===== src/rtl/adarch_pkg.sv =====
// Package for the aperture deadband archiver: payload types, register indexes, widths.
package adarch_pkg;

    localparam int CFG_IDX_W  = 3;
    localparam int CFG_DATA_W = 32;
    localparam int VALUE_W    = 32;
    localparam int PCT_W      = 16;
    localparam int GROUP_W    = 11;
    localparam int TICK_W     = 10;
    localparam int TS_W       = 64;

    // Fixed-point percent scale 25600 = 25 * 1024; the 1024 is folded into the threshold shift.
    localparam int PCT_SHIFT  = 10;
    localparam int DIFF_W     = VALUE_W + 1;
    localparam int PROD_W     = PCT_W + VALUE_W;
    localparam int CMP_W      = PROD_W - PCT_SHIFT;

    localparam logic [CFG_IDX_W-1:0] REG_IS_DISCRETE   = 3'd0;
    localparam logic [CFG_IDX_W-1:0] REG_ADAPTIVE_MODE = 3'd1;
    localparam logic [CFG_IDX_W-1:0] REG_FINE_PCT      = 3'd2;
    localparam logic [CFG_IDX_W-1:0] REG_COARSE_PCT    = 3'd3;
    localparam logic [CFG_IDX_W-1:0] REG_VALUE_SPAN    = 3'd4;
    localparam logic [CFG_IDX_W-1:0] REG_OWN_GROUP     = 3'd5;

    typedef struct packed {
        logic                      sample_valid;
        logic signed [VALUE_W-1:0] sample_value;
        logic [TICK_W-1:0]         group_tick;
        logic [TS_W-1:0]           timestamp;
    } in_item_t;

    typedef struct packed {
        logic            archive;
        logic            validity_changed;
        logic            fine_crossed;
        logic            coarse_crossed;
        logic            auto_point;
        logic [TS_W-1:0] timestamp_out;
    } out_item_t;

endpackage


===== src/rtl/aperture_deadband_archiver_core.sv =====
// Aperture deadband archiver: per-sample archiving decision with stored reference value.
//
// One transaction in, one transaction out. Each sample is registered at the input, judged
// combinationally (absolute change against a 16x32 aperture product, a validity check and a
// group match) and registered at the output. A sample is accepted every cycle unless the
// output stalls; the combinational decision loop that updates the stored value sets the rate,
// one sample per clock while not stalled. Configuration writes take effect on the next cycle.
module aperture_deadband_archiver_core
    import adarch_pkg::*;
(
    input  logic                  clk,
    input  logic                  rst_n,
    input  logic                  cfg_wr,
    input  logic [CFG_IDX_W-1:0]  cfg_addr,
    input  logic [CFG_DATA_W-1:0] cfg_wdata,
    input  logic                  in_valid,
    output logic                  in_stall,
    input  in_item_t              in_data,
    output logic                  out_valid,
    input  logic                  out_stall,
    output out_item_t             out_data
);

    logic                      is_discrete_reg;
    logic                      adaptive_mode_reg;
    logic [PCT_W-1:0]          fine_pct_reg;
    logic [PCT_W-1:0]          coarse_pct_reg;
    logic [VALUE_W-1:0]        value_span_reg;
    logic [GROUP_W-1:0]        own_group_reg;

    logic                      initialized_reg;
    logic                      last_valid_reg;
    logic signed [VALUE_W-1:0] stored_reg;

    logic                      s1_valid_reg;
    in_item_t                  s1_data_reg;
    logic                      out_valid_reg;
    out_item_t                 out_data_reg;

    logic                      out_free;
    logic                      s1_advance;
    logic                      in_accept;

    logic signed [DIFF_W-1:0]  diff;
    logic [DIFF_W-1:0]         diff_mag;
    logic [VALUE_W-1:0]        old_mag;
    logic [VALUE_W-1:0]        base;
    logic [PROD_W-1:0]         fine_prod;
    logic [PROD_W-1:0]         coarse_prod;
    logic [CMP_W-1:0]          lhs;
    logic                      fine_hit;
    logic                      coarse_hit;

    logic                      vchg;
    logic                      fine;
    logic                      coarse;
    logic                      autop;
    logic                      reason;
    out_item_t                 result;

    assign out_free   = !out_valid_reg || !out_stall;
    assign s1_advance = s1_valid_reg && out_free;
    assign in_stall   = s1_valid_reg && !out_free;
    assign in_accept  = in_valid && !in_stall;

    assign out_valid  = out_valid_reg;
    assign out_data   = out_data_reg;

    // configuration registers
    always_ff @(posedge clk or negedge rst_n)
    begin
        if (!rst_n)
        begin
            is_discrete_reg   <= 1'b0;
            adaptive_mode_reg <= 1'b0;
            fine_pct_reg      <= '0;
            coarse_pct_reg    <= '0;
            value_span_reg    <= '0;
            own_group_reg     <= '1;
        end
        else if (cfg_wr)
        begin
            case (cfg_addr)
                REG_IS_DISCRETE:   is_discrete_reg   <= cfg_wdata[0];
                REG_ADAPTIVE_MODE: adaptive_mode_reg <= cfg_wdata[0];
                REG_FINE_PCT:      fine_pct_reg      <= cfg_wdata[PCT_W-1:0];
                REG_COARSE_PCT:    coarse_pct_reg    <= cfg_wdata[PCT_W-1:0];
                REG_VALUE_SPAN:    value_span_reg    <= cfg_wdata[VALUE_W-1:0];
                REG_OWN_GROUP:     own_group_reg     <= cfg_wdata[GROUP_W-1:0];
                default:           ;
            endcase
        end
    end

    // aperture arithmetic
    always_comb
    begin
        diff     = DIFF_W'(s1_data_reg.sample_value) - DIFF_W'(stored_reg);
        diff_mag = diff[DIFF_W-1] ? DIFF_W'(-diff) : DIFF_W'(diff);
        old_mag  = stored_reg[VALUE_W-1] ? VALUE_W'(-stored_reg) : VALUE_W'(stored_reg);
        base     = adaptive_mode_reg ? old_mag : value_span_reg;

        fine_prod   = PROD_W'(fine_pct_reg) * PROD_W'(base);
        coarse_prod = PROD_W'(coarse_pct_reg) * PROD_W'(base);

        // d * 25
        lhs = (CMP_W'(diff_mag) << 4) + (CMP_W'(diff_mag) << 3) + CMP_W'(diff_mag);

        fine_hit   = lhs > fine_prod[PROD_W-1:PCT_SHIFT];
        coarse_hit = lhs > coarse_prod[PROD_W-1:PCT_SHIFT];
    end

    // decision
    always_comb
    begin
        vchg   = !initialized_reg || (s1_data_reg.sample_valid != last_valid_reg);
        fine   = 1'b0;
        coarse = 1'b0;
        if (!vchg && s1_data_reg.sample_valid)
        begin
            if (is_discrete_reg)
            begin
                coarse = s1_data_reg.sample_value != stored_reg;
            end
            else
            begin
                fine   = fine_hit;
                coarse = coarse_hit;
            end
        end
        autop  = !own_group_reg[GROUP_W-1]
                 && (own_group_reg[TICK_W-1:0] == s1_data_reg.group_tick);
        reason = vchg || fine || coarse || autop;

        result.archive          = reason;
        result.validity_changed = vchg;
        result.fine_crossed     = fine;
        result.coarse_crossed   = coarse;
        result.auto_point       = autop;
        result.timestamp_out    = s1_data_reg.timestamp;
    end

    // signal state
    always_ff @(posedge clk or negedge rst_n)
    begin
        if (!rst_n)
        begin
            initialized_reg <= 1'b0;
            last_valid_reg  <= 1'b0;
            stored_reg      <= '0;
        end
        else if (s1_advance)
        begin
            initialized_reg <= 1'b1;
            last_valid_reg  <= s1_data_reg.sample_valid;
            if (reason)
            begin
                stored_reg <= s1_data_reg.sample_value;
            end
        end
    end

    // input and output registers
    always_ff @(posedge clk or negedge rst_n)
    begin
        if (!rst_n)
        begin
            s1_valid_reg  <= 1'b0;
            out_valid_reg <= 1'b0;
        end
        else
        begin
            if (in_accept)
            begin
                s1_valid_reg <= 1'b1;
            end
            else if (s1_advance)
            begin
                s1_valid_reg <= 1'b0;
            end

            if (s1_advance)
            begin
                out_valid_reg <= 1'b1;
            end
            else if (!out_stall)
            begin
                out_valid_reg <= 1'b0;
            end
        end
    end

    always_ff @(posedge clk)
    begin
        if (in_accept)
        begin
            s1_data_reg <= in_data;
        end
        if (s1_advance)
        begin
            out_data_reg <= result;
        end
    end

endmodule


===== config.mk =====
export PLATFORM = sky130hd
export DESIGN_NAME = aperture_deadband_archiver_core
export DESIGN_NICKNAME = d
export VERILOG_FILES = /design/src/rtl/adarch_pkg.sv /design/src/rtl/aperture_deadband_archiver_core.sv
export SDC_FILE = /design/constraint.sdc
export NUM_CORES = 2
export LEC_CHECK = 0
export BUFFER_PORTS_ARGS = -buffer_cell sky130_fd_sc_hd__clkbuf_2
export CAP_MARGIN = 20
export CORE_MARGIN = 3
export CORE_UTILIZATION = 40
export DETAILED_ROUTE_END_ITERATION = 7
export SYNTH_ARGS = -nofsm -noshare
export SYNTH_HDL_FRONTEND = slang
export SYNTH_SLANG_ARGS = --single-unit

===== constraint.sdc =====
create_clock -name clk -period 17.6 [get_ports clk]
set_clock_uncertainty 0.1 [all_clocks]
set_input_delay 0 -clock clk [delete_from_list [all_inputs] [get_ports clk]]
set_output_delay 0 -clock clk [all_outputs]
set_load 0.05 [all_outputs]

# After elaboration in Yosys (flattened, before gate mapping)
# Index checks and enable logic that the tools add are counted.
[classes]
n_addsub = 5
multipliers = 2
magnitude_cmp = 2
eq_ne = 9
muxes = 11
reduce_logical = 26
[op_table]
columns = ["op", "count"]
rows = [
  ["16-bit by 32-bit multiplier with 48-bit output", 2],
  ["38-bit greater-than comparator", 2],
  ["32-bit 2-to-1 mux", 2],
  ["37-bit by 36-bit adder with 38-bit output", 1],
  ["38-bit by 33-bit adder with 38-bit output", 1],
  ["33-bit 2-to-1 mux", 1],
  ["33-bit negation", 1],
  ["32-bit by 32-bit subtractor with 33-bit output", 1],
  ["32-bit != test", 1],
  ["32-bit negation", 1],
  ["2-bit AND reduction", 7],
  ["10-bit equality test", 1],
  ["1-bit 2-to-1 mux", 8],
  ["1-bit zero test", 7],
  ["3-bit by 2-bit equality test with 1-bit output (second input constant)", 2],
  ["3-bit equality test (second input constant)", 2],
  ["1-bit logical AND", 5],
  ["1-bit logical OR", 5],
  ["3-bit by 1-bit equality test with 1-bit output (second input constant)", 1],
  ["3-bit zero test", 1],
  ["2-bit by 1-bit != test with 1-bit output (second input constant)", 1],
  ["2-bit nonzero test", 1],
  ["1-bit != test", 1],
]
[word_totals]
regBits = 289
in_bits = 147
out_inout_bits = 71
elab_cells = 76

# Longest topological paths before layout
[logic_depth]
depth_word = 12
mapped_depth = 47
mapped_depth_nobuf = 45

# Worst setup path after synthesis
# OpenSTA, ideal clock, no wires.
[synth_timing]
path_kind = "register to register"
start = "reg stored_reg[3]"
end = "reg stored_reg[10]"
setup_time_ps = 125
arrival_ps = 10334
required_ps = 17375
setup_slack_ps = 7041
path_stages_with_launch = 45
n_path_buf = 3
period_less_slack_ps = 10559
path_cell_list = "dfrtp_1 > inv_1 > nand4_1 > nor4_2 > nand2b_1 > or3_1 > nand2b_1 > o31ai_1 > xnor2_1 > a21oi_1 > clkbuf_1 > nand2_1 > fa_1 > fa_1 > fa_1 > inv_1 > fa_1 > fa_1 > [9 not listed] > o21ai_1 > a21oi_1 > o21a_1 > nor2_1 > xor2_1 > ha_1 > a21o_1 > a21o_1 > a21o_1 > a21o_1 > a21o_1 > a21o_1 > a221o_1 > a211oi_2 > a21oi_2 > o41ai_4 > buf_6 > mux2_4"
[synth_via]
elab_chain_cells = 12
word_cells_on_any_way = 21
cone_classes = "add/sub (5); mul (2); order compare (2); eq/ne (1); mux (7); reduce/logical (4)"
[synth_rtl]
columns = ["element", "line_no", "source"]
rows = [
  ["start: declaration", "aperture_deadband_archiver_core.sv:33", "logic signed [VALUE_W-1:0] stored_reg;"],
  ["start signal: assignment", "aperture_deadband_archiver_core.sv:158", "stored_reg <= s1_data_reg.sample_value;"],
  ["32-bit by 32-bit subtractor with 33-bit output", "aperture_deadband_archiver_core.sv:98", "diff = DIFF_W'(s1_data_reg.sample_value) - DIFF_W'(stored_reg);"],
  ["33-bit negation", "aperture_deadband_archiver_core.sv:99", "diff_mag = diff[DIFF_W-1] ? DIFF_W'(-diff) : DIFF_W'(diff);"],
  ["33-bit 2-to-1 mux", "aperture_deadband_archiver_core.sv:99", ""],
  ["37-bit by 36-bit adder with 38-bit output", "aperture_deadband_archiver_core.sv:107", "lhs = (CMP_W'(diff_mag) << 4) + (CMP_W'(diff_mag) << 3) + CMP_W'(diff_mag);"],
  ["38-bit by 33-bit adder with 38-bit output", "aperture_deadband_archiver_core.sv:107", ""],
  ["38-bit greater-than comparator *", "aperture_deadband_archiver_core.sv:109", "fine_hit = lhs > fine_prod[PROD_W-1:PCT_SHIFT];"],
  ["1-bit 2-to-1 mux *", "aperture_deadband_archiver_core.sv:121", "if (is_discrete_reg)"],
  ["1-bit 2-to-1 mux *", "aperture_deadband_archiver_core.sv:119", "if (!vchg && s1_data_reg.sample_valid)"],
  ["named net fine", "aperture_deadband_archiver_core.sv:55", "logic fine;"],
  ["1-bit logical OR * (3 in series)", "aperture_deadband_archiver_core.sv:133", "reason = vchg || fine || coarse || autop;"],
  ["2-bit AND reduction (no line) *", "-", ""],
]
# Mark *: on every way through the listed nets, which the timed path passes. The rest lies on a longest branch.
# A chain may end at the register's enable or synchronous reset.

# Worst setup path after layout
[layout_timing]
start = "reg stored_reg[3]"
end = "reg stored_reg[31]"
[layout_via]
word_cells_on_any_way = 21
cone_classes = "add/sub (5); mul (2); order compare (2); eq/ne (1); mux (7); reduce/logical (4)"
[layout_rtl]
columns = ["element", "line_no", "source"]
rows = [
  ["32-bit by 32-bit subtractor with 33-bit output", "aperture_deadband_archiver_core.sv:98", ""],
  ["33-bit negation", "aperture_deadband_archiver_core.sv:99", ""],
  ["33-bit 2-to-1 mux", "aperture_deadband_archiver_core.sv:99", ""],
  ["37-bit by 36-bit adder with 38-bit output", "aperture_deadband_archiver_core.sv:107", ""],
  ["38-bit by 33-bit adder with 38-bit output", "aperture_deadband_archiver_core.sv:107", ""],
  ["38-bit greater-than comparator", "aperture_deadband_archiver_core.sv:110", "coarse_hit = lhs > coarse_prod[PROD_W-1:PCT_SHIFT];"],
  ["1-bit 2-to-1 mux *", "aperture_deadband_archiver_core.sv:121", ""],
  ["1-bit 2-to-1 mux *", "aperture_deadband_archiver_core.sv:119", ""],
  ["named net coarse", "aperture_deadband_archiver_core.sv:56", "logic coarse;"],
  ["1-bit logical OR * (2 in series)", "aperture_deadband_archiver_core.sv:133", ""],
  ["2-bit AND reduction (no line) *", "-", ""],
]
# Marks and branches as above.

==> run metrics <==
FF+latch count, synth=289; Hold WC Path Type=input pin to flip-flop; met1 GRT Util=0.269; clk buf depth=3; Detailed Place HPWL=98,000 um; met2 usage=0.365; die height=354 um; Req. time, crit path=17.99 ns; Setup crit end kind=flip-flop; max FFs per register=69; layout cells sized above 1=0.0994; antenna violations before repair=13; Slew headroom=0.298; synth-to-layout area growth=12.4%; Syn. warnings=0; CTS tree=done; CTS H-tree depth=1; post_cts resized=0; storage element area=8130 um^2; crit path time final=12.57 ns; clock slew at reported path FFs=0.06 ns; Most used DFF post-synth=edfxtp_1; Slew @ Worst Pin=1.05 ns; endpoints failing hold=0; Data arrival, critical path=12.96 ns; vias per cell=5.04; Rows=127; Syn Nets=6,438; vias in the first global route=38,548; largest net degree at the start of global routing=74; die area=125,000 um^2; Synth Area per Inst=9.61 um^2; Fillers=11,510; Skew-Pair Late Insertion Delay=0.61 ns; Final Net Count=6,743; CP max stage cell=a2111oi_2; CP dominant cell by count=fa_1; register area share after synthesis=0.168; routed wire length=129,000 um; Design Area, Final=54,500 um^2; Final Max Slew Viols=0; TritonRoute pass-1 iters=5; critical hold path startpoint=in_data[68]; Crit Path Class=flip-flop to flip-flop; GR Util All Layers=0.211; Synth Instances=5,045; Tcrit/Tclk final=0.714; Iter 0 DRT Violations=1,743; Max Cap Violations=0; WL/cell=18.5 um; slowest stage delay, CP=0.86 ns; hold slack=0.0276 ns; first-pass GRT wire length=211,000 um; CTS buffer count=29; status=finished clean; global placer's final weighted congestion=0.905; # DRC=0; fmax=79.5 MHz; met3 Usage GRT=0.0385; startpoint types=flip-flop; io pins=218; remaining global-route overflow=0; CTS Sinks=289; Post-DP Area=51,400 um^2; die width=354 um; reg2reg start=stored_reg[3]$_DFFE_PN0P_; Unique masters post-synth=86; Core ar.=120,000 um^2; GR peak layer=met2; setup TNS=0 ns; Post-synth EDFFs=176; Synth async-reset ratio=0.391; Post-Route Utilization=0.454; # hold bufs at CTS=208; Multi-input gate area=35,700 um^2; hold worst-path end=s1_data_reg[68]$_DFFE_PP_; final setup fails=0; cell count of the worst reg-to-reg path=40; R2R Setup Slk=5.03 ns; I/O Buffers=217; root buf cell=clkbuf_16; Post-Syn Area=48,500 um^2; vias=35,211; # Post-CTS Setup Buffers=0; r2r endpoint=stored_reg[31]$_DFFE_PN0P_; ANT nets after route=0; CP max FO=32; RSZ-0062 raised after global routing=false; Hold Path Depth=2; Initial Utilization=0.403
## worst max path at each step
stage	from	endpoint	slack, ns
after floorplan	stored_reg[3]$_DFFE_PN0P_	stored_reg[10]$_DFFE_PN0P_	7.04
after global placement	stored_reg[3]$_DFFE_PN0P_	stored_reg[31]$_DFFE_PN0P_	5.20
after detailed placement	stored_reg[4]$_DFFE_PN0P_	stored_reg[31]$_DFFE_PN0P_	5.06
after CTS	stored_reg[3]$_DFFE_PN0P_	stored_reg[31]$_DFFE_PN0P_	5.00
after global routing	stored_reg[4]$_DFFE_PN0P_	stored_reg[31]$_DFFE_PN0P_	4.30
final	stored_reg[3]$_DFFE_PN0P_	stored_reg[31]$_DFFE_PN0P_	5.03
## critical path, delay by kind of cell (launching register included)
family,cells,cell delay (ns)
AO/OA/AOI/OAI,16,4.79
adder cells (fa/ha/maj),8,3.71
AND/OR/NAND/NOR,7,1.41
buffers and inverters,6,1.25
flip-flops,1,0.42
multiplexers,1,0.40
XOR/XNOR,2,0.30
## layer usage
| layer | part of all wire | routed length, um | vias up |
|---|---|---|---|
| li1 | - | - | 16185 |
| met1 | 0.42 | 53600 | 17905 |
| met2 | 0.49 | 63400 | 915 |
| met3 | 0.064 | 8280 | 206 |
| met4 | 0.030 | 3890 | 0 |
| met5 | 0 | 0 | - |
## stage by stage
step / setup slack, ns / std cells
2_1_floorplan: 7.04 / 5045
3_3_place_gp: 5.20 / 6723
3_5_place_dp: 5.06 / 6723
4_1_cts: 5.00 / 6984
5_1_grt: 4.30 / 6989
6_report: 5.03 / 6991
## cell usage after synthesis (6+ instances only)
cell	instances	area share
nor3_1	26	0.0027
a21o_1	86	0.013
clkbuf_1	205	0.016
xor2_1	67	0.012
ha_1	381	0.098
o211ai_1	7	0.0011
fa_1	865	0.36
and2_1	420	0.054
o21a_1	30	0.0046
nor2b_1	28	0.0036
inv_1	1028	0.080
a21oi_1	168	0.017
nand3_1	42	0.0043
edfxtp_1	176	0.11
buf_2	13	0.0013
or2_2	12	0.0015
mux2_2	82	0.019
nand2_1	672	0.052
nand4_1	32	0.0041
dfstp_2	11	0.0060
o21bai_1	22	0.0034
or3_1	12	0.0015
o21ai_0	69	0.0071
a31oi_1	18	0.0023
nor4_1	10	0.0013
and3_1	18	0.0023
nor2_1	125	0.0097
mux2_4	29	0.0090
o41ai_1	7	0.0013
a211oi_1	6	0.00093
xnor2_1	130	0.023
dfrtp_1	102	0.053
o31ai_1	14	0.0022
nand2b_1	22	0.0028
## cells by family (layout without fill, tap and decap cells)
family                   count (synthesis)  count (layout)  synth area share
multiplexers                           115             115            0.0289
AO/OA/AOI/OAI                          504             504            0.0698
XOR/XNOR                               197             197            0.0356
flip-flops                             289             289             0.168
AND/OR/NAND/NOR                       1440            1440             0.144
adder cells (fa/ha/maj)               1246            1246             0.456
other                                    0               7                 0
buffers and inverters                 1254            1581            0.0980
## placed cells by master (no fill, tap or decap), drive strengths merged, types with 30 or more instances in the layout
cell         netlist  final
a21oi            172    172
dlygate4sd3        0    208
o21a              30     30
buf               21     76
nand2            672    672
clkbuf           205    250
nand3             42     42
xnor2            130    130
xor2              67     67
inv             1028   1033
nor2             125    125
nand4             32     32
dfrtp            102    102
ha               381    381
o21ai             74     74
a21o              86     86
fa               865    865
mux2             111    111
edfxtp           176    176
and2             420    420
## final cells by class
type	instances	share of cell area
Inverter	1028	0.0708
Tap cell	1612	0.0370
Timing Repair Buffer	500	0.0685
Antenna cell	7	0.000321
Multi-Input combinational cell	3502	0.655
Clock buffer	34	0.0137
Clock inverter	19	0.00498
Sequential cell	289	0.149
Power is left out: the tool's default activity adds up to more than one toggle a clock period on the data nets, which glitch-free logic cannot reach.
